--- src/sv/chme_pkg.sv ---
`default_nettype none
// ----------------------------------------------------------------------------
// chme_pkg
// Shared types and constants of the chained hash map engine.
// ----------------------------------------------------------------------------
package chme_pkg;

  localparam int BUCKETS_DEF  = 128;
  localparam int ENTRIES_DEF  = 256;
  localparam int KEY_BITS_DEF = 32;

  // key magnitude bits folded into the bucket remainder per cycle
  localparam int DIGIT_BITS   = 8;
  // depth of the queue between front and back, a power of two
  localparam int QUEUE_DEPTH  = 2;

  localparam logic [31:0] MISS_VALUE = 32'hFFFF_FFFF;

  typedef enum logic {
    OP_LOOKUP = 1'b0,
    OP_PUT    = 1'b1
  } op_t;

  typedef enum logic [1:0] {
    F_IDLE,
    F_HASH,
    F_PUSH
  } front_state_t;

  typedef enum logic [2:0] {
    B_CLEAR,
    B_IDLE,
    B_HEAD,
    B_CHAIN,
    B_EMIT
  } back_state_t;

endpackage
`default_nettype wire

--- src/sv/chme_queue.sv ---
`default_nettype none
// ----------------------------------------------------------------------------
// chme_queue
// Short first-in first-out queue of hashed requests between front and back.
// ----------------------------------------------------------------------------
module chme_queue import chme_pkg::*; #(
  parameter int BUCKETS  = BUCKETS_DEF,
  parameter int KEY_BITS = KEY_BITS_DEF
) (
  input  wire logic                       clk,
  input  wire logic                       rst,
  input  wire logic                       push,
  output logic                            q_full,
  input  wire op_t                        push_mode,
  input  wire logic [KEY_BITS-1:0]        push_key,
  input  wire logic [31:0]                push_value,
  input  wire logic [$clog2(BUCKETS)-1:0] push_bucket,
  output logic                            q_valid,
  input  wire logic                       pop,
  output op_t                             q_mode,
  output logic [KEY_BITS-1:0]             q_key,
  output logic [31:0]                     q_value,
  output logic [$clog2(BUCKETS)-1:0]      q_bucket
);

  localparam int BW   = $clog2(BUCKETS);
  localparam int PW   = $clog2(QUEUE_DEPTH);
  localparam int CNTW = $clog2(QUEUE_DEPTH + 1);

  op_t                 mode_q   [QUEUE_DEPTH];
  logic [KEY_BITS-1:0] key_q    [QUEUE_DEPTH];
  logic [31:0]         value_q  [QUEUE_DEPTH];
  logic [BW-1:0]       bucket_q [QUEUE_DEPTH];
  logic [PW-1:0]       wr_ptr;
  logic [PW-1:0]       rd_ptr;
  logic [CNTW-1:0]     count;

  assign q_full   = (count == CNTW'(QUEUE_DEPTH));
  assign q_valid  = (count != '0);
  assign q_mode   = mode_q[rd_ptr];
  assign q_key    = key_q[rd_ptr];
  assign q_value  = value_q[rd_ptr];
  assign q_bucket = bucket_q[rd_ptr];

  always_ff @(posedge clk) begin
    if (rst) begin
      wr_ptr <= '0;
      rd_ptr <= '0;
      count  <= '0;
    end else begin
      if (push) wr_ptr <= wr_ptr + 1'b1;
      if (pop)  rd_ptr <= rd_ptr + 1'b1;
      if (push && !pop) begin
        count <= count + 1'b1;
      end else if (pop && !push) begin
        count <= count - 1'b1;
      end
    end
  end

  always_ff @(posedge clk) begin
    if (push) begin
      mode_q[wr_ptr]   <= push_mode;
      key_q[wr_ptr]    <= push_key;
      value_q[wr_ptr]  <= push_value;
      bucket_q[wr_ptr] <= push_bucket;
    end
  end

endmodule
`default_nettype wire

--- config.mk ---
export PLATFORM = sky130hd
export DESIGN_NAME = chme_queue
export DESIGN_NICKNAME = d
export VERILOG_FILES = /design/src/sv/chme_pkg.sv /design/src/sv/chme_queue.sv
export SDC_FILE = /design/constraint.sdc
export NUM_CORES = 1
export LEC_CHECK = 0
export BUFFER_PORTS_ARGS = -buffer_cell sky130_fd_sc_hd__buf_2
export CAP_MARGIN = 20
export CORE_UTILIZATION = 35
export CTS_CLUSTER_DIAMETER = 50
export DETAILED_ROUTE_END_ITERATION = 7
export HOLD_SLACK_MARGIN = 0.06
export MAX_ROUTING_LAYER = met4
export SETUP_SLACK_MARGIN = 0.2
export SYNTH_ARGS = -nofsm -noshare
export SYNTH_HDL_FRONTEND = slang
export SYNTH_SLANG_ARGS = --single-unit
--- constraint.sdc ---
create_clock -name clk -period 9.8 [get_ports clk]
set_input_delay 0.98 -clock clk [delete_from_list [all_inputs] [get_ports clk]]
set_output_delay 0.98 -clock clk [all_outputs]
set_load 0.02 [all_outputs]
==> results.json, run 1 <==
{
  "buffer_ports.inserted": 149,
  "min_path_type": "reg2reg",
  "cts.clk_slew.worst_paths_ns": 0.06,
  "ys.warnings.count": 0,
  "clock_skew_ns": 0.008268,
  "layout.cells.most_common_list": "149 x sky130_fd_sc_hd__buf_2, 144 x sky130_fd_sc_hd__edfxtp_1, 72 x sky130_fd_sc_hd__mux2_2",
  "gr-usage-all-layers": 0.1261,
  "number_of_distinct_library_cells_after_synthesis": 17,
  "cts.repair_timing.setup_buffer_count": 0,
  "fin_cells": 608,
  "crit_path_max_incr_delay_ns": 0.99,
  "vias_per_cell": 4.566,
  "antenna_left": 0,
  "cts_resized": 0,
  "cp_max_fo": 72,
  "h-tree-depth": 4,
  "layout-drive-gt1-share": 0.6143,
  "period_needed_ns": 3.021,
  "crit-reg2reg-launch": "wr_ptr",
  "final.fill_count": 1329,
  "routed.top_layer": "met4",
  "final-max-slew-violation-count": 0,
  "drt_pre_antenna_iters": 4,
  "cts_root_buf": "sky130_fd_sc_hd__clkbuf_16",
  "amount_of_wire_on_met2_after_detailed_routing_um": 4603,
  "gp_congestion": 0.6503,
  "grt_antenna_before_repair": 0,
  "initialDrtViolationCount": 115,
  "max_freq_mhz": 331.0,
  "reg2regPathDepth": 2,
  "grt_pass1_vias": 2941,
  "synth_top_area_cell": "sky130_fd_sc_hd__edfxtp_1",
  "max-vdd-ir-drop_v": 0.0001210,
  "wl_per_cell_um": 15.44,
  "worst-r2r-setup-slack_ns": 7.65,
  "holdCritStartpoint": "count[1]",
  "fp.dieArea_um2": 16020,
  "total_length_of_routed_met3_wires_um": 602,
  "routed-via-count": 2776,
  "totalPowerFinal_mw": 1.602,
  "syn_avg_cell_area_um2": 22.08,
  "tritoncts.num_buffers": 17,
  "post-route-drc-count": 0,
  "crit_path_class": "reg2out",
  "worst_skew_pair_later_pin_latency_ns": 0.42,
  "wirelength_met1_um": 4056,
  "areaGrowthSynthToFinish_pct": 28.43,
  "grt.overflow.total": 0,
  "worst_r2r_endpoint": "key_q[0][30]",
  "ys_ff_latch": 149,
  "rsz0062_at_grt": "false",
  "cts_hold_buffers": 0,
  "hold_path_sink": "count[1]",
  "power_density_over_the_cells_nw_per_um2": 229.7,
  "std_cell_rows": 45,
  "post-synth-top-area-fraction": 0.7961,
  "grt_first_pass_wirelength_um": 14430,
  "dp_hpwl_um": 5661,
  "headroom_to_the_max_slew_limit": 0.3189,
  "max_cap_viol_count": 0,
  "timing.final.hold_violations": 0,
  "netlist_instances": 246,
  "floorplan.initialDensity": 0.3586,
  "area.sequential_um2": 4428,
  "setup_violations": 0,
  "core_region_area_um2": 15150,
  "status": "finished clean",
  "critical_path_arrival_ns": 2.04,
  "cp_cell_sequence": "mux2_2 > buf_2",
  "timing.critical_path.slowest_stage_cell": "sky130_fd_sc_hd__dfxtp_4",
  "netlist_area_um2": 5431,
  "numClockSinks": 149,
  "tritoncts": "done",
  "ys_seq_area_frac": 0.8146,
  "worst-slew-pin-transition_ns": 1.022,
  "syn_nets": 323,
  "finalNetCount": 484,
  "design.portCount": 150,
  "place.detailed.instances": 576,
  "hold-path-cell-count": 2,
  "wl_um": 9386,
  "timing.final.ws_setup_ns": 6.779,
  "cp-end-kind": "output port",
  "pre_cts_slack_ns": 6.773,
  "die_width_um": 126.6,
  "final_critical_path_share_of_the_clock_period": 0.3082,
  "setup.worst_path.start_class": "register",
  "grt_max_degree": 73,
  "layout_commonest_cell": "sky130_fd_sc_hd__buf_2",
  "power.leakage_nw": 2.617,
  "multi_input_comb_area_um2": 927.1,
  "timing.hold.ws_ns": 0.5194,
  "die_y_um": 126.6,
  "post_synth_main_area_contributors": "sky130_fd_sc_hd__edfxtp_1 80%, sky130_fd_sc_hd__mux2_2 15%, sky130_fd_sc_hd__dfxtp_1 1.8%, sky130_fd_sc_hd__buf_6 1.5%, sky130_fd_sc_hd__xnor2_1 0.32%",
  "cp.required_ns": 8.82,
  "insertedDiodeCount": 0,
  "cts.path.max_buffers": 2,
  "fin_setup_tns_ns": 0
}
-- worst max-delay path by stage --
| stage | from | endpoint | slack, ns | cells after the start |
|---|---|---|---|---|
| 6_report | register | q_mode | 6.78 | 2 |
| 5_1_grt | register | q_value[26] | 6.65 | 2 |
| 4_1_cts | register | q_bucket[0] | 6.71 | 2 |
| 3_5_place_dp | push | bucket_q[0][3] | 6.77 | 3 |
| 3_3_place_gp | push | key_q[0][30] | 6.86 | 3 |
| 2_1_floorplan | push | bucket_q[0][0] | 5.15 | 1 |
-- through the flow --
stage | util | area (µm²)
finish | 0.4606 | 6975
global route | 0.4606 | 6975
CTS | 0.4606 | 6975
detailed placement | 0.4191 | 6347
global placement | 0.4191 | 6347
floorplan | - | 5431
-- sequential cells by signal (all words and copies together) (netlist names), named ones only --
signal and cells:
bucket_q 14, count 2, key_q 64, mode_q 2, rd_ptr 1, value_q 64, wr_ptr 1
-- cell type report --
type / instances / area share
inverters: 1 / 0.0005381
well taps: 188 / 0.03372
clock buffers: 22 / 0.06942
clock inverters: 10 / 0.02063
repair buffers: 150 / 0.1080
flip-flops and latches: 149 / 0.6348
multi-input cells: 88 / 0.1329
-- where the power goes --
group          switching (mW)  internal [mW]  leakage, nW
clock network           0.245          0.429        0.299
registers              0.0204          0.744         1.39
logic                  0.0939         0.0703        0.924
total                   0.359           1.24         2.62
-- logic make-up (layout without fill, tap and decap cells) --
family	after synthesis	in the layout	share of synthesized area
muxes	72	72	0.1493
and+or+nand+nor	9	9	0.008987
buffers and inverters	9	183	0.01659
adders and majority gates	1	1	0.002303
DFF	149	149	0.8146
xor gates and xnor gates	4	4	0.006451
AOI/OAI and AO/OA	2	2	0.001841
-- synth_stat cells --
cell type,instances
sky130_fd_sc_hd__dfxtp_1,5
sky130_fd_sc_hd__buf_4,1
sky130_fd_sc_hd__and2b_2,1
sky130_fd_sc_hd__xor2_1,2
sky130_fd_sc_hd__inv_1,1
sky130_fd_sc_hd__and2_1,1
sky130_fd_sc_hd__nor2_1,4
sky130_fd_sc_hd__nor2b_1,1
sky130_fd_sc_hd__o21ai_0,1
sky130_fd_sc_hd__mux2_2,72
sky130_fd_sc_hd__a21oi_1,1
sky130_fd_sc_hd__ha_1,1
sky130_fd_sc_hd__buf_6,7
sky130_fd_sc_hd__or2_2,1
sky130_fd_sc_hd__edfxtp_1,144
sky130_fd_sc_hd__or3_1,1
sky130_fd_sc_hd__xnor2_1,2
-- per-layer routing --
metal,global-route usage,vias up
li1,-,1293
met1,0.1441,1372
met2,0.1960,101
met3,0.05188,10
met4,0.05315,0
met5,-,-
-- critical path, delay by kind of cell, from the launching register on --
kind	cells	cell delay (ns)
muxes	1	0.42
DFF	1	0.99
buffers and inverters	1	0.16
No activity file was read; power rests on OpenSTA's default activity.
==> run 2: changes to the inputs <==
clock period = 2.45 ns   (was 9.8 ns; I/O delays follow)
==> run 2 against run 1 <==
Clock skew fell by 0.0026 ns. Cell area increased by 10%. Combinational power rose to 4.9 times the previous value. Highest routed layer unchanged.
==> results.json, run 2 (synthesis results as in run 1) <==
{
  "max-vdd-ir-drop_v": 0.0004412,
  "die_y_um": 126.6,
  "headroom_to_the_max_slew_limit": 0.6063,
  "setup.worst_path.start_class": "register",
  "busiest_layer": "met2",
  "cts_root_buf": "sky130_fd_sc_hd__clkbuf_16",
  "timing.hold.ws_ns": 0.1282,
  "cp-end-kind": "output port",
  "layout.cells.most_common_list": "149 x sky130_fd_sc_hd__buf_2, 144 x sky130_fd_sc_hd__edfxtp_1, 73 x sky130_fd_sc_hd__dlygate4sd3_1",
  "timing.final.hold_violations": 0,
  "max_freq_mhz": 480.4,
  "layout_commonest_cell": "sky130_fd_sc_hd__buf_2",
  "numClockSinks": 149,
  "grt_first_pass_wirelength_um": 15300,
  "use_met1": 0.1473,
  "fin_cells": 686,
  "final.fill_count": 1293,
  "grt_max_degree": 44,
  "die_width_um": 126.6,
  "layout-drive-gt1-share": 0.5120,
  "critical_path_arrival_ns": 1.84,
  "insertedDiodeCount": 0,
  "final-max-slew-violation-count": 0,
  "max_cap_viol_count": 0,
  "areaGrowthSynthToFinish_pct": 41.60,
  "tritoncts": "done",
  "grt_util_met3": 0.04302,
  "tritoncts.num_buffers": 17,
  "grt_pass1_vias": 3125,
  "cp_max_fo": 25,
  "h-tree-depth": 4,
  "worst_skew_pair_later_pin_latency_ns": 0.41,
  "design.portCount": 150,
  "crit_path_class": "reg2out",
  "grt_antenna_before_repair": 0,
  "status": "finished clean",
  "cp.required_ns": 2.20,
  "vias_per_cell": 4.421,
  "final_critical_path_share_of_the_clock_period": 0.8497,
  "fin_setup_tns_ns": 0,
  "met2_global_route_usage": 0.2171,
  "worst-slew-pin-transition_ns": 0.5906,
  "grt.overflow.total": 0,
  "gp_congestion": 0.6487,
  "routed-via-count": 3033,
  "fp.dieArea_um2": 16020,
  "buffer_ports.inserted": 149,
  "drt_pre_antenna_iters": 4,
  "initialDrtViolationCount": 120,
  "rsz0062_at_grt": "false",
  "post-route-drc-count": 0,
  "power.leakage_nw": 2.918,
  "dp_hpwl_um": 6157,
  "min_path_type": "in2reg",
  "clock_skew_ns": 0.005705,
  "setup_violations": 0,
  "floorplan.initialDensity": 0.3586,
  "layout_top_registers": "key_q: 64 flops, value_q: 64 flops, bucket_q: 14 flops",
  "wl_per_cell_um": 14.46,
  "power_density_over_the_cells_nw_per_um2": 811.8,
  "wl_um": 9919,
  "period_needed_ns": 2.082,
  "place.detailed.instances": 581,
  "antenna_left": 0,
  "cts.clk_slew.worst_paths_ns": 0.05,
  "std_cell_rows": 45,
  "utilization": 0.5078,
  "gr-usage-all-layers": 0.1329,
  "finalNetCount": 562,
  "cts.repair_timing.setup_buffer_count": 0,
  "cts.path.max_buffers": 2,
  "core_region_area_um2": 15150
}
==> run 2: timing repair <==
item                                   in CTS  in global routing
resized for setup                           0                  0
endpoints found under the hold margin     149                  0
hold buffers                               73                  0
==> run 2: metal layers <==
| metal | up-vias | part of all wire | routed length, µm |
|---|---|---|---|
| met4 | 0 | 0.018 | 181 |
| met3 | 14 | 0.050 | 500 |
| li1 | 1448 | - | - |
| met1 | 1478 | 0.43 | 4285 |
| met5 | - | 0 | 0 |
| met2 | 93 | 0.50 | 4952 |
==> run 2: final timing paths <==
path / startpoint / end / slack (ns) / depth (start not counted)
worst max-delay path: register / q_value[21] / 0.37 / 3
worst min-delay path: pop / rd_ptr / 0.13 / 3
worst max register to register: wr_ptr / key_q[1][31] / 1.07 / 2
worst min register to register: rd_ptr / rd_ptr / 0.52 / 2
==> run 2: per-stage QoR <==
| step | total power, mW | setup slack [ns] | cell area, µm² |
|---|---|---|---|
| after floorplan | 3.532 | 0.6151 | 5440 |
| after global placement | 3.776 | 0.7781 | 6410 |
| after detailed placement | 3.795 | 0.7669 | 6410 |
| after CTS | 6.341 | 0.3195 | 7691 |
| after global routing | 6.491 | 0.2622 | 7691 |
| final | 6.244 | 0.3683 | 7691 |
==> run 2: cell type report <==
class	instances	area, µm²	share of cell area
timing repair buffer	228	1546	0.2011
inverter	1	3.754	0.0004880
clock inverter	5	77.57	0.01009
clock buffer	27	473.0	0.06149
multi-input combinational	88	927.1	0.1205
sequential	149	4428	0.5757
tap	188	235.2	0.03058
==> run 2: critical path, stage by stage, from the launching register on <==
cell and delay (ns):
sky130_fd_sc_hd__dfxtp_4 0.56, sky130_fd_sc_hd__buf_4 0.31, sky130_fd_sc_hd__mux2_2 0.37, sky130_fd_sc_hd__buf_2 0.16
==> run 2: power breakdown <==
part	switching (mW)	internal, mW	leakage [nW]
sequential	0.0533	2.97	1.39
combinational	0.426	0.371	1.26
clock	0.897	1.52	0.264
==> run 3: changes to the inputs <==
clock period = 1.7 ns   (was 2.45 ns; I/O delays follow)
==> run 3 against run 2 <==
The flow now finishes with violations (setup timing). Critical path depth up 2. Setup slack worse by 0.42 ns. Die area unchanged. Sequential power increased by 44%. Global-route usage increased by 0.78 points. Clock skew increased by 0.0015 ns. Via count up 5.1%. First-iteration DRC count increased by 40%. Non-clock buffer count increased by 13. Register-to-register slack lost 0.67 ns. Count of clock-buffer cells in the layout fell by 9. Utilization rose by 5.4 points. Critical path type unchanged.
==> results.json, run 3 (synthesis results as in run 1) <==
{
  "clock_skew_ns": 0.007189,
  "cp_max_fo": 6,
  "routed-via-count": 3189,
  "layout_top_registers": "key_q: 64 flops, value_q: 64 flops, bucket_q: 14 flops",
  "final.fill_count": 1151,
  "timing.critical_path.buf_inv": 4,
  "layout-drive-gt1-share": 0.5382,
  "gp_congestion": 0.6561,
  "crit_path_class": "reg2out",
  "grt_pass1_vias": 3296,
  "cp.required_ns": 1.53,
  "design.portCount": 150,
  "core_region_area_um2": 15150,
  "timing.critical_path.slowest_stage_cell": "sky130_fd_sc_hd__dfxtp_4",
  "h-tree-depth": 4,
  "stdcell_area_um2": 8516,
  "wl_per_cell_um": 16.84,
  "grt.overflow.total": 0,
  "critical_path_arrival_ns": 1.58,
  "tritoncts": "done",
  "tritoncts.num_buffers": 17,
  "worst_skew_pair_later_pin_latency_ns": 0.41,
  "worst_r2r_endpoint": "key_q[1][7]",
  "headroom_to_the_max_slew_limit": 0.8186,
  "timing.final.hold_violations": 0,
  "max_cap_viol_count": 0,
  "violations": "setup timing",
  "utilization": 0.5622,
  "wl_um": 11770,
  "setup_violations": 58,
  "final-max-slew-violation-count": 0,
  "floorplan.initialDensity": 0.3586,
  "max_freq_mhz": 569.9,
  "hold-path-cell-count": 4,
  "grt_max_degree": 43,
  "status": "finished with violations",
  "top_delay_family_on_crit_path": "buffers and inverters",
  "hold_path_sink": "count[0]",
  "dp_hpwl_um": 6277,
  "areaGrowthSynthToFinish_pct": 56.78,
  "holdCritStartpoint": "push",
  "min_path_type": "in2reg",
  "dpl_cell_area_um2": 6461,
  "totalPowerFinal_mw": 9.693,
  "crit-reg2reg-launch": "wr_ptr",
  "power_density_over_the_cells_nw_per_um2": 1138,
  "grt_first_pass_wirelength_um": 16260,
  "gr-usage-all-layers": 0.1407,
  "insertedDiodeCount": 0,
  "reg2regPathDepth": 2,
  "std_cell_rows": 45,
  "grt_antenna_before_repair": 0,
  "cp_common_cell": "sky130_fd_sc_hd__buf_6",
  "numClockSinks": 149,
  "final_critical_path_share_of_the_clock_period": 1.032,
  "die_y_um": 126.6,
  "finalNetCount": 575,
  "cts.path.max_buffers": 2,
  "rsz0062_at_grt": "true",
  "period_needed_ns": 1.755,
  "power.leakage_nw": 3.347,
  "worst-r2r-setup-slack_ns": 0.40,
  "cp-end-kind": "output port",
  "post-route-drc-count": 0,
  "timing.final.ws_setup_ns": -0.05462,
  "drt_pre_antenna_iters": 4,
  "max-vdd-ir-drop_v": 0.0008246,
  "fp.dieArea_um2": 16020,
  "cts.clk_slew.worst_paths_ns": 0.06,
  "worst_path_depth": 5,
  "buffer_ports.inserted": 149,
  "die_width_um": 126.6,
  "cp_cell_sequence": "buf_12 > buf_6 > buf_6 > mux2_4 > buf_6",
  "crit_path_max_incr_delay_ns": 0.36,
  "layout.cells.most_common_list": "144 x sky130_fd_sc_hd__edfxtp_1, 97 x sky130_fd_sc_hd__buf_2, 75 x sky130_fd_sc_hd__dlygate4sd3_1",
  "layout_commonest_cell": "sky130_fd_sc_hd__edfxtp_1",
  "cts_root_buf": "sky130_fd_sc_hd__clkbuf_16",
  "setup.worst_path.start_class": "register",
  "initialDrtViolationCount": 168,
  "vias_per_cell": 4.562,
  "antenna_left": 0,
  "worst-slew-pin-transition_ns": 0.2721
}
run 3: area by class of cell:
cell class | instances | area, µm² | share of cell area
inverters | 1 | 3.754 | 0.0004408
clock inverters | 14 | 161.4 | 0.01895
clock buffers | 18 | 429.2 | 0.05040
flip-flops and latches | 149 | 4429 | 0.5201
well taps | 188 | 235.2 | 0.02762
repair buffers | 241 | 2146 | 0.2520
multi-input cells | 88 | 1111 | 0.1305
run 3: worst max-delay path by stage:
stage	startpoint	to	slack, ns
floorplan	wr_ptr	bucket_q[0][0]	-0.12
global placement	register	q_value[15]	0.26
detailed placement	register	q_value[15]	0.24
CTS	register	q_value[15]	-0.08
global route	register	q_value[4]	-0.1
finish	register	q_value[4]	-0.05
run 3: layer usage:
metal	vias to the layer above	part of all wire	GRT usage
met5	-	0	-
met4	0	0.015	0.07300
met3	13	0.055	0.03922
met2	117	0.52	0.2281
met1	1584	0.41	0.1594
li1	1475	-	-
run 3: through the flow:
stage	std cells	setup WS, ns	TNS, ns	hold slack [ns]
floorplan	246	-0.1192	-9.144	0.2350
global placement	581	0.2556	0	0.3572
detailed placement	581	0.2432	0	0.3616
CTS	691	-0.07819	-2.761	0.2505
global route	699	-0.09799	-4.645	0.2787
finish	699	-0.05462	-1.385	0.2663
run 3: worst register-to-register path: stages, from the launching register on:
cell	delay, ns
sky130_fd_sc_hd__dfxtp_2	0.37
sky130_fd_sc_hd__and2_4	0.33
sky130_fd_sc_hd__buf_12	0.26
run 3: timing repair:
| item | in CTS | in global routing |
|---|---|---|
| cloned | 0 | 6 |
| setup endpoints to repair | 72 | 72 |
| setup buffers | 3 | 2 |
| hold endpoints to repair | 149 | 0 |
| hold buffers | 75 | 0 |
| resized for setup | 19 | 142 |
run 3: where the power goes:
group          total, mW  switching (mW)  internal [mW]
Clock               3.72            1.43           2.29
Combinational       1.62           0.741          0.880
Sequential          4.35          0.0639           4.28
Total               9.69            2.24           7.46
