## src/sv/chme_pkg.sv

```systemverilog
`default_nettype none
// ----------------------------------------------------------------------------
// chme_pkg
// Shared types and constants of the chained hash map engine.
// ----------------------------------------------------------------------------
package chme_pkg;

  localparam int BUCKETS_DEF  = 128;
  localparam int ENTRIES_DEF  = 256;
  localparam int KEY_BITS_DEF = 32;

  // key magnitude bits folded into the bucket remainder per cycle
  localparam int DIGIT_BITS   = 8;
  // depth of the queue between front and back, a power of two
  localparam int QUEUE_DEPTH  = 2;

  localparam logic [31:0] MISS_VALUE = 32'hFFFF_FFFF;

  typedef enum logic {
    OP_LOOKUP = 1'b0,
    OP_PUT    = 1'b1
  } op_t;

  typedef enum logic [1:0] {
    F_IDLE,
    F_HASH,
    F_PUSH
  } front_state_t;

  typedef enum logic [2:0] {
    B_CLEAR,
    B_IDLE,
    B_HEAD,
    B_CHAIN,
    B_EMIT
  } back_state_t;

endpackage
`default_nettype wire

```

## src/sv/chme_front.sv

```systemverilog
`default_nettype none
// ----------------------------------------------------------------------------
// chme_front
// Accepts input words, normalizes the key and works out its bucket as
// |key| mod BUCKETS, one digit of the magnitude per cycle.
// ----------------------------------------------------------------------------
module chme_front import chme_pkg::*; #(
  parameter int BUCKETS  = BUCKETS_DEF,
  parameter int KEY_BITS = KEY_BITS_DEF
) (
  input  wire logic                       clk,
  input  wire logic                       rst,
  input  wire logic                       in_valid,
  output logic                            in_stall,
  input  wire logic                       mode,
  input  wire logic signed [31:0]         key,
  input  wire logic signed [31:0]         value,
  input  wire logic                       clearing,
  output logic                            push,
  input  wire logic                       q_full,
  output op_t                             push_mode,
  output logic [KEY_BITS-1:0]             push_key,
  output logic [31:0]                     push_value,
  output logic [$clog2(BUCKETS)-1:0]      push_bucket
);

  localparam int BW    = $clog2(BUCKETS);
  localparam int STEPS = (KEY_BITS + DIGIT_BITS - 1) / DIGIT_BITS;
  localparam int MAG_W = STEPS * DIGIT_BITS;
  localparam int CW    = (STEPS > 1) ? $clog2(STEPS) : 1;

  front_state_t          state, state_next;
  logic [63:0]           key_ext;
  logic [KEY_BITS-1:0]   nkey;
  logic [KEY_BITS-1:0]   mag;
  logic [MAG_W-1:0]      mag_sh;
  logic [BW-1:0]         rem;
  logic [BW-1:0]         rem_step;
  logic [CW-1:0]         cnt;
  op_t                   mode_r;
  logic [KEY_BITS-1:0]   key_r;
  logic [31:0]           value_r;
  logic                  accept;

  // shift one digit into the running remainder, reducing after each bit
  function automatic logic [BW-1:0] mod_digit(input logic [BW-1:0] r_in,
                                              input logic [DIGIT_BITS-1:0] d);
    logic [BW:0] r;
    r = {1'b0, r_in};
    for (int i = DIGIT_BITS - 1; i >= 0; i--) begin
      r = {r[BW-1:0], d[i]};
      if (r >= (BW+1)'(BUCKETS)) begin
        r = r - (BW+1)'(BUCKETS);
      end
    end
    return r[BW-1:0];
  endfunction

  assign key_ext  = {{32{key[31]}}, key};
  assign nkey     = key_ext[KEY_BITS-1:0];
  // most negative key maps to 2^(KEY_BITS-1), still fits unsigned
  assign mag      = nkey[KEY_BITS-1] ? (~nkey + KEY_BITS'(1)) : nkey;
  assign rem_step = mod_digit(rem, mag_sh[MAG_W-1 -: DIGIT_BITS]);

  assign in_stall = (state != F_IDLE) || clearing;
  assign accept   = in_valid && !in_stall;
  assign push     = (state == F_PUSH) && !q_full;

  assign push_mode   = mode_r;
  assign push_key    = key_r;
  assign push_value  = value_r;
  assign push_bucket = rem;

  always_ff @(posedge clk) begin
    if (rst) begin
      state <= F_IDLE;
    end else begin
      state <= state_next;
    end
  end

  always_comb begin
    state_next = state;
    unique case (state)
      F_IDLE: begin
        if (accept) state_next = F_HASH;
      end
      F_HASH: begin
        if (cnt == '0) state_next = F_PUSH;
      end
      F_PUSH: begin
        if (!q_full) state_next = F_IDLE;
      end
      default: state_next = F_IDLE;
    endcase
  end

  always_ff @(posedge clk) begin
    if (accept) begin
      mode_r  <= op_t'(mode);
      key_r   <= nkey;
      value_r <= value;
      mag_sh  <= MAG_W'(mag);
      rem     <= '0;
      cnt     <= CW'(STEPS - 1);
    end else if (state == F_HASH) begin
      rem     <= rem_step;
      mag_sh  <= mag_sh << DIGIT_BITS;
      cnt     <= cnt - 1'b1;
    end
  end

endmodule
`default_nettype wire

```

## config.mk

```make
export PLATFORM = sky130hd
export DESIGN_NAME = chme_front
export DESIGN_NICKNAME = d
export VERILOG_FILES = /design/src/sv/chme_pkg.sv /design/src/sv/chme_front.sv
export SDC_FILE = /design/constraint.sdc
export NUM_CORES = 1
export LEC_CHECK = 0
export BUFFER_PORTS_ARGS = -buffer_cell sky130_fd_sc_hd__buf_2
export CAP_MARGIN = 10
export CORE_UTILIZATION = 49
export CTS_CLUSTER_DIAMETER = 40
export DETAILED_ROUTE_END_ITERATION = 10
export PLACE_DENSITY_LB_ADDON = 0.05
export SLEW_MARGIN = 20
export SYNTH_ARGS = -nofsm -noshare
export SYNTH_HDL_FRONTEND = slang
export SYNTH_SLANG_ARGS = --single-unit
export TNS_END_PERCENT = 5
```

## constraint.sdc

```tcl
create_clock -name clk -period 3.2 [get_ports clk]
set_input_delay 0.48 -clock clk [delete_from_list [all_inputs] [get_ports clk]]
set_output_delay 0.48 -clock clk [all_outputs]
set_load 0.01 [all_outputs]
```

==> qor.yml, run 1 <==
synthesis:
  synthArstFlopShare_pct: 0
  synth_seq_cells: 104
  syn_inst: 283
  synth_area_sq_mm: 0.00405
  synth_cell_types: 34
  synthesis.nets: 355
  syn_avg_cell_area_sq_um: 14.3
  synth-edff-count: 93
  synth_warnings: 0
  synthFlopType: "edfxtp_1"
  ys_seq_area_share_pct: 74.4
critical_path:
  end_kind: "flop"
  cp.arrival_ns: 2.64
  regToRegStartpoint: "state[1]"
  rr_worst_depth: 4
  crit_type: "input port to flop"
  r2r-end: "push_key[7]"
  start_kind: "input port"
  crit_fanout: 11
  ff2ff_setup_slack_ns: 1.57
  cp_data_required_time_ns: 3.30
clocking:
  root_buffer: "clkbuf_8"
  htreeDepth: 3
  post_cts_buffers: 0
  ctsHoldBuffers: 0
  clock_latency_ns: 0.35
  cts_sinks: 104
  cts_buffer_depth: 2
  clk_pin_slew_ns: 0.09
  cts_resized: 0
  tritoncts: "built"
  tritoncts.num_buffers: 9
detailed_routing:
  initialDrtViolationCount: 95
  routedWlPerCell_um: 14.0
  wl_um: 7480
  detail_route.first_pass.iterations: 4
  drc_errors: 0
  via_count: 2649
  vias_per_cell: 4.94
  final_antenna_net_count: 0
layout:
  syn_to_final_growth_pct: 25.5
  diodes: 0
  drive_gt1_share_pct: 37.8
  design_area_sq_mm: 0.00508
  nNetsFinal: 501
  fill_cells: 635
  multi_input_area_sq_um: 961
  regArea_sq_mm: 0.00301
  layout_commonest_cell: "buf_2"
  final_cell_mix: "buf_2, edfxtp_1, nand2_1"
die:
  die_area_sq_mm: 0.00863
  row_count: 32
  start_util_pct: 51.6
  core_sq_mm: 0.00785
  io_pins: 144
  die_height_um: 92.9
  die_w_um: 92.9
sta:
  finClkSkew_ns: 0.00685
  fin_crit_sh_pct: 79.4
  finalMaxSlewViolations: 0
  fin_tns_setup_ns: 0
  fmax_mhz: 394
  slew_headroom_pct: 56.4
  hold_viol: 0
  rsz0062_at_grt: "no"
  timing.final.crit_period_ns: 2.54
  worstMarginPinSlew_ns: 0.653
  setup_viol: 0
power:
  clockPowerShare_pct: 28.6
  comb_power_share_pct: 12.2
  max-vdd-ir-drop_v: 0.000254
  seq_power_share_pct: 59.1
  net-switching-power_w: 0.000644
  p_per_area_mw_per_mm2: 550
  p_leak_nw: 2.07
  internal_power_w: 0.00215
  p_sw_share_pct: 23.0
min_path:
  whs_path_depth: 2
  hold_end: "state[1]"
  hold_class: "input port to flop"
  worstHoldStart: "rst"
global_route:
  grt_overflow_total: 0
  grt_pass1_vias: 2558
  track_usage_pct: 18.4
  antenna_found_initial: 0
  grt_max_degree: 73
  grt_pass1_wl_um: 11900
status:
  status: "finished clean"
run:
  timing.max_cap.violations: 0
placement:
  dp_hpwl_um: 5270
  place_area_sq_mm: 0.00488
  portBuffers: 143
  gp_congestion: 0.724
-- metal layers --
metal | wire length, um | global-route usage, % | share of wire, %
met3 | 434 | 5.50 | 5.8
met1 | 3060 | 20.8 | 41
met4 | 113 | 7.95 | 1.5
met2 | 3870 | 32.0 | 52
met5 | 0 | 0 | 0
-- stage by stage --
step	hold WS [ns]	setup WS, ns	util (%)	total power, W	cells
after floorplan	0.455	0.395	-	0.00188	283
after global placement	0.441	0.345	62.2	0.00202	520
after detailed placement	0.444	0.284	62.2	0.00203	520
after CTS	0.273	0.661	64.8	0.00283	536
after global routing	0.271	0.529	64.8	0.00292	536
final	0.288	0.659	64.8	0.00280	536
-- how the worst max path moves through the flow --
stage | from | cells after the start | to
after CTS | key[0] | 8 | mag_sh[20]
after global placement | key[0] | 8 | mag_sh[20]
final | key[0] | 8 | mag_sh[20]
after global routing | key[0] | 8 | mag_sh[20]
after floorplan | clearing | 3 | push_key[0]
after detailed placement | key[0] | 8 | mag_sh[20]
-- sequential cells by signal, indices dropped and copies added, names as in the netlist --
register and flops:
push_mode 1, state 2, push_value 32, push_bucket 7, mag_sh 28, cnt 2, push_key 32
-- cells in the mapped netlist, types with 2 or more instances --
cell type   n  share of area, %
nor2_1      9              0.83
clkbuf_1    9              0.83
edfxtp_1   93                69
a21oi_1     9               1.1
or3_1       2              0.31
ha_1        2              0.62
inv_1       6              0.56
nor3_1      4              0.49
o31ai_1     9               1.7
xnor2_1     2              0.43
dfxtp_1    11               5.4
nand3_1     2              0.25
nand2_1    48               4.4
o21ai_0    23               2.8
o21ai_1     5              0.62
nor2b_1     2              0.31
xor2_1     25               5.4
nand2b_1    2              0.31
nor4_1      2              0.31
o41ai_1     4              0.87
-- critical path, stage by stage --
cell	delay, ns
buf_2	0.12
inv_1	0.08
ha_1	0.18
or4b_4	0.48
or3b_1	0.62
o41ai_1	0.44
xor2_1	0.18
o21ai_1	0.07
-- logic make-up (layout without fill, tap and decap cells) --
group | count (synthesis) | in the layout | share of synthesized area [%]
adder cells (fa/ha/maj) | 2 | 2 | 0.618
AO/OA/AOI/OAI | 52 | 52 | 7.97
buffers and inverters | 18 | 169 | 1.85
AND/OR/NAND/NOR | 79 | 79 | 9.05
multiplexers | 1 | 1 | 0.247
XOR/XNOR | 27 | 27 | 5.84
flip-flops | 104 | 104 | 74.4
-- power by group through the flow --
stage          Sequential [W]  Clock [W]  Combinational [W]
2_1_floorplan         0.00172          0           0.000160
3_3_place_gp          0.00168          0           0.000340
3_5_place_dp          0.00169          0           0.000348
4_1_cts               0.00166   0.000823           0.000348
5_1_grt               0.00167   0.000870           0.000389
6_report              0.00165   0.000801           0.000342
-- layout make-up --
class,instances,area share [%]
Clock inverter,1,0.123
Timing Repair Buffer,146,14.8
Clock buffer,15,3.89
Inverter,7,0.517
Multi-Input combinational cell,161,18.9
Tap cell,102,2.51
Sequential cell,104,59.3
(Power assumes the default switching activity.)
==> run 2, diff against run 1 <==
--- a/config.mk
+++ b/config.mk
@@ -5,9 +5,10 @@
 export SDC_FILE = /design/constraint.sdc
 export NUM_CORES = 1
 export LEC_CHECK = 0
+export ABC_AREA = 1
 export BUFFER_PORTS_ARGS = -buffer_cell sky130_fd_sc_hd__buf_2
 export CAP_MARGIN = 10
-export CORE_UTILIZATION = 49
+export CORE_UTILIZATION = 51
 export CTS_CLUSTER_DIAMETER = 40
 export DETAILED_ROUTE_END_ITERATION = 10
 export PLACE_DENSITY_LB_ADDON = 0.05
==> constraint.sdc (replaced) <==
create_clock -name clk -period 2.5 [get_ports clk]
set_input_delay 0.375 -clock clk [delete_from_list [all_inputs] [get_ports clk]]
set_output_delay 0.375 -clock clk [all_outputs]
set_load 0.01 [all_outputs]
==> qor.yml, run 2 <==
detailed_routing:
  detail_route.first_pass.iterations: 4  # unchanged
  via_count: 3393  # +28%
  wl_um: 9280  # +24%
  final_antenna_net_count: 0  # unchanged
  routedWlPerCell_um: 13.6  # -2.4%
  wl_met1_um: 3760  # +23%
  highest_layer: "met4"
  initialDrtViolationCount: 186  # +96%
  route.met3.wl_um: 558  # +29%
  drc_errors: 0  # unchanged
  wl_met2_um: 4740  # +22%
  vias_per_cell: 4.98  # +0.81%
synthesis:
  synth.top_cell.area_share_pct: 63.0  # -6.0 points
  synth_cell_types: 29  # -15%
  synthFlopType: "edfxtp_1"
  synthesis.nets: 491  # +38%
  synth-edff-count: 93  # unchanged
  syn_inst: 419  # +48%
  synth_warnings: 0  # unchanged
  synth_area_sq_mm: 0.00443  # +9.5%
  ys_seq_area_share_pct: 67.9  # -6.5 points
  netlist_top_cells_count: "nand2_1, edfxtp_1, nor2_1"
  ys_top_cells_by_area: "edfxtp_1, nand2_1, dfxtp_1"
  yosysMostFrequentCell: "nand2_1"
  synth_seq_cells: 104  # unchanged
  syn_avg_cell_area_sq_um: 10.6  # -26%
  synthArstFlopShare_pct: 0  # unchanged
  synth_top_cell_by_area: "edfxtp_1"
sta:
  finClkSkew_ns: 0.00988  # +0.00303 ns
  timing.final.crit_period_ns: 1.70
  rsz0062_at_grt: "no"
  fmax_mhz: 587
  slew_headroom_pct: 71.7  # +15 points
  worstMarginPinSlew_ns: 0.424  # -0.229 ns
  hold_viol: 0  # unchanged
  fin_ws_ns: 0.795  # +0.136 ns
  fin_crit_sh_pct: 68.2
  setup_viol: 0  # unchanged
  finalMaxSlewViolations: 0  # unchanged
  fin_tns_setup_ns: 0  # unchanged
layout:
  regArea_sq_mm: 0.00301  # unchanged
  multi_input_area_sq_mm: 0.00122  # +27%
  utilization_pct: 66.3  # +1.6 points
  final_cell_count_no_fill: 681  # +27%
  syn_to_final_growth_pct: 24.1
  drive_gt1_share_pct: 31.8  # -6.0 points
  layout_commonest_cell: "buf_2"
  final_cell_mix: "buf_2, nand2_1, edfxtp_1"
  diodes: 0  # unchanged
  nNetsFinal: 643  # +28%
  fill_cells: 689  # +8.5%
global_route:
  antenna_found_initial: 0  # unchanged
  grt_pass1_vias: 3236  # +27%
  grt_overflow_total: 0  # unchanged
  track_usage_pct: 22.6  # +4.2 points
  grt_pass1_wl_um: 15200  # +28%
  grt_max_degree: 40  # -45%
critical_path:
  crit_chain: "inv_1, nand4_1, clkinv_2, buf_12, nand3_1, nand2_1"
  regToRegStartpoint: "state[1]"
  start_kind: "flop"
  crit_start: "state[1]"
  cp.arrival_ns: 1.82  # -0.82 ns
  critPathBufInv: 3  # +1
  end_kind: "flop"
  cpLargestDelayFamily: "buffers and inverters"
  crit_fanout: 22  # +11
  cp_data_required_time_ns: 2.62  # -0.68 ns
  crit_type: "flop to flop"
  cp_slowest_cell: "dfxtp_1"
  cpPeakStageDelay_ns: 0.40  # -0.22 ns
die:
  row_count: 33  # +3.1%
  io_pins: 144  # unchanged
  start_util_pct: 53.4  # +1.8 points
  core_sq_mm: 0.00830  # +5.8%
  die_w_um: 95.2  # +2.5%
  die_area_sq_mm: 0.00907  # +5.1%
  die_height_um: 95.2  # +2.5%
clocking:
  root_buffer: "clkbuf_8"
  ctsHoldBuffers: 0  # unchanged
  post_cts_buffers: 0  # unchanged
  tritoncts: "built"
  clk_pin_slew_ns: 0.09  # about the same
  cts_sinks: 104  # unchanged
  cts_buffer_depth: 2  # unchanged
  clock_latency_ns: 0.36  # about the same
  cts_resized: 0  # unchanged
  tritoncts.num_buffers: 9  # unchanged
  htreeDepth: 3  # unchanged
status:
  status: "finished clean"
min_path:
  hold_class: "input port to flop"
  worstHoldStart: "rst"
run:
  timing.max_cap.violations: 0  # unchanged
power:
  p_per_area_mw_per_mm2: 657  # +19%
  max-vdd-ir-drop_v: 0.000365  # +43%
  p_leak_nw: 2.45  # +19%
placement:
  gp_congestion: 0.854  # +18%
  portBuffers: 143  # unchanged
  dp_slack_ns: 0.718  # +0.434 ns
  dp_hpwl_um: 7020  # +33%
  dp_cells: 665  # +28%
[run 2: cell count changes in the layout (fill, tap and decap cells not counted), moves of 12 or more]
cell / before / now
nand2_1: 48 / 134
inv_1: 6 / 34
o21ai_0: 23 / 11
nor2_1: 9 / 39
nand3_1: 2 / 30
xor2_1: 25 / 0
[run 2: metal layers]
layer	vias to the layer above	global-route usage (%)
li1	1710	-
met1	1559	26.7
met2	107	39.4
met3	17	5.82
met4	0	8.33
met5	-	0
[run 2: path summary, 6_finish.rpt]
| kind | end | slack, ns | cells after the start |
|---|---|---|---|
| min | state[1] | 0.18 | 2 |
| max | mag_sh[21] | 0.80 | 6 |
| min reg2reg | cnt[0] | 0.50 | 2 |
| max reg2reg | mag_sh[21] | 0.80 | 6 |
[run 2: layout make-up]
| type | count | area share (%) |
|---|---|---|
| multi-input combinational | 268 | 22.2 |
| tap | 105 | 2.39 |
| sequential | 104 | 54.7 |
| clock inverter | 6 | 1.07 |
| timing repair buffer | 150 | 14.6 |
| inverter | 38 | 2.61 |
| clock buffer | 10 | 2.32 |
[run 2: cells by family (layout without fill, tap and decap cells)]
| group | after synthesis | count (layout) | synth area share [%] |
|---|---|---|---|
| xor gates and xnor gates | 2 | 2 | 0.395 |
| DFF | 104 | 104 | 67.9 |
| buffers and inverters | 47 | 204 | 4.46 |
| adders and majority gates | 2 | 2 | 0.564 |
| and+or+nand+nor | 231 | 231 | 22.7 |
| AOI/OAI and AO/OA | 33 | 33 | 3.92 |
[run 2: power breakdown]
part	switching [W]	total (W)	internal [W]	leakage, nW
clock network	0.000558	0.00102	0.000459	0.0917
logic	0.000316	0.000504	0.000188	1.40
registers	0.0000368	0.00209	0.00206	0.968
total	0.000910	0.00362	0.00271	2.45
[run 2: through the flow]
stage / total power, W / area, sq um / hold slack [ns]
after floorplan: 0.00242 / 4430 / 0.442
after global placement: 0.00263 / 5320 / 0.455
after detailed placement: 0.00265 / 5320 / 0.478
after CTS: 0.00365 / 5500 / 0.165
after global routing: 0.00379 / 5500 / 0.159
final: 0.00362 / 5500 / 0.178
[run 2: worst reg2reg max path: stages, from the launching register on]
cell and delay (ns):
dfxtp_1 0.40, inv_1 0.09, nand4_1 0.12, clkinv_2 0.36
buf_12 0.31, nand3_1 0.12, nand2_1 0.05
==> run 3, diff against run 2 <==
==> constraint.sdc (replaced) <==
create_clock -name clk -period 1.65 [get_ports clk]
set_input_delay 0.2475 -clock clk [delete_from_list [all_inputs] [get_ports clk]]
set_output_delay 0.2475 -clock clk [all_outputs]
set_load 0.01 [all_outputs]
==> qor.yml, run 3 (synthesis results as in run 2) <==
detailed_routing:
  vias_per_cell: 4.95  # -0.58%
  drc_errors: 0  # unchanged
  initialDrtViolationCount: 141  # -24%
  routedWlPerCell_um: 13.4  # -2.0%
  wl_um: 9150  # -1.4%
  final_antenna_net_count: 0  # unchanged
  via_count: 3393  # unchanged
  detail_route.first_pass.iterations: 5  # +1
placement:
  gp_congestion: 0.844  # -1.2%
  dp_slack_ns: 0.0544  # -0.664 ns
  dp_hpwl_um: 6790  # -3.3%
  portBuffers: 143  # unchanged
  dp_cells: 669  # +0.60%
power:
  design_power_total_w: 0.00564  # +56%
  p_leak_nw: 2.49  # +1.6%
  p_per_area_mw_per_mm2: 1010  # +54%
  max-vdd-ir-drop_v: 0.000542  # +49%
layout:
  final_cell_mix: "buf_2, nand2_1, edfxtp_1"
  drive_gt1_share_pct: 32.6  # +0.82 points
  syn_to_final_growth_pct: 25.8
  regArea_sq_mm: 0.00301  # unchanged
  fill_cells: 659  # -4.4%
  nNetsFinal: 647  # +0.62%
  layout_commonest_cell: "buf_2"
  diodes: 0  # unchanged
  final_cell_count_no_fill: 685  # +0.59%
  multi_input_area_sq_mm: 0.00122  # unchanged
status:
  status: "finished clean"
critical_path:
  crit_type: "flop to flop"
  regToRegStartpoint: "state[1]"
  r2r-end: "mag_sh[26]"
  crit_fanout: 10  # -55%
  start_kind: "flop"
  cp_data_required_time_ns: 1.77  # -0.85 ns
  crit_start: "state[1]"
  cp.arrival_ns: 1.67  # -0.15 ns
  end_kind: "flop"
  ff2ff_setup_slack_ns: 0.11  # -0.69 ns
  rr_worst_depth: 6  # unchanged
sta:
  fmax_mhz: 648  # +10%
  finClkSkew_ns: 0.00945  # -0.000426 ns
  fin_ws_ns: 0.106  # -0.689 ns
  fin_crit_sh_pct: 93.6  # +25 points
  fin_tns_setup_ns: 0  # unchanged
  timing.final.crit_period_ns: 1.54  # -0.161 ns
  setup_viol: 0  # unchanged
  slew_headroom_pct: 79.5  # +7.8 points
  finalMaxSlewViolations: 0  # unchanged
  rsz0062_at_grt: "yes"
  hold-worst-slack_ns: 0.0433  # -0.134 ns
  hold_viol: 0  # unchanged
  worstMarginPinSlew_ns: 0.307  # -0.117 ns
clocking:
  clock_latency_ns: 0.37  # about the same
  htreeDepth: 3  # unchanged
  tritoncts: "built"
  ctsHoldBuffers: 0  # unchanged
  cts_sinks: 104  # unchanged
  cts_buffer_depth: 2  # unchanged
  tritoncts.num_buffers: 9  # unchanged
  root_buffer: "clkbuf_8"
  clk_pin_slew_ns: 0.11  # +0.02 ns
min_path:
  worstHoldStart: "value[12]"
  whs_path_depth: 1  # -1
  hold_end: "push_value[12]"
  hold_class: "input port to flop"
global_route:
  grt_max_degree: 31  # -23%
  antenna_found_initial: 0  # unchanged
  grt_pass1_wl_um: 14700  # -3.7%
  track_usage_pct: 21.8  # -0.70 points
  grt_pass1_vias: 3198  # -1.2%
  grt_overflow_total: 0  # unchanged
die:
  core_sq_mm: 0.00830  # unchanged
  io_pins: 144  # unchanged
  start_util_pct: 53.4  # unchanged
  die_area_sq_mm: 0.00907  # unchanged
  die_w_um: 95.2  # unchanged
  row_count: 33  # unchanged
  die_height_um: 95.2  # unchanged
run:
  timing.max_cap.violations: 0  # unchanged
-- run 3: power by group --
group	total [W]	internal (W)	switching [W]
Combinational	0.000788	0.000305	0.000483
Sequential	0.00317	0.00312	0.0000563
Clock	0.00168	0.000745	0.000932
-- run 3: worst max-delay path, stage by stage (launching register included) --
cell and delay, ns:
dfxtp_1 0.41, inv_1 0.09, nand4_1 0.21, clkinv_2 0.20, buf_4 0.23, nand3_1 0.10
nand2_1 0.06
-- run 3: what timing repair did --
action / in CTS / in global routing
hold endpoints to repair: 0 / 0
endpoints found under the setup margin: 0 / 1
buffers inserted: 0 / 0
gates resized for setup: 0 / 1
-- run 3: how the worst max path moves through the flow --
stage / slack [ns] / end
after floorplan: -0.26 / mag_sh[0]
after global placement: 0.09 / mag_sh[24]
after detailed placement: 0.05 / mag_sh[28]
after CTS: 0.12 / mag_sh[26]
after global routing: -0.02 / mag_sh[5]
final: 0.11 / mag_sh[26]
-- run 3: metal layers --
| metal | wire, um | up-vias | part of all wire, % | track usage [%] |
|---|---|---|---|---|
| met4 | 191 | 0 | 2.1 | 11.6 |
| li1 | - | 1713 | - | - |
| met3 | 702 | 13 | 7.7 | 4.55 |
| met2 | 4600 | 127 | 50 | 36.5 |
| met1 | 3650 | 1540 | 40 | 26.6 |
| met5 | 0 | - | 0 | 0 |
-- run 3: area by class of cell --
cell class	count	area share [%]
flip-flops and latches	104	54.0
multi-input cells	268	21.9
repair buffers	154	15.3
inverters	38	2.58
well taps	105	2.36
clock buffers	10	2.29
clock inverters	6	1.55
-- run 3: per-stage QoR --
| stage | cell area, sq um | util, % |
|---|---|---|
| 3_5_place_dp | 5360 | 64.6 |
| 3_3_place_gp | 5360 | 64.6 |
| 6_report | 5580 | 67.2 |
| 5_1_grt | 5580 | 67.2 |
| 2_1_floorplan | 4440 | - |
| 4_1_cts | 5570 | 67.2 |
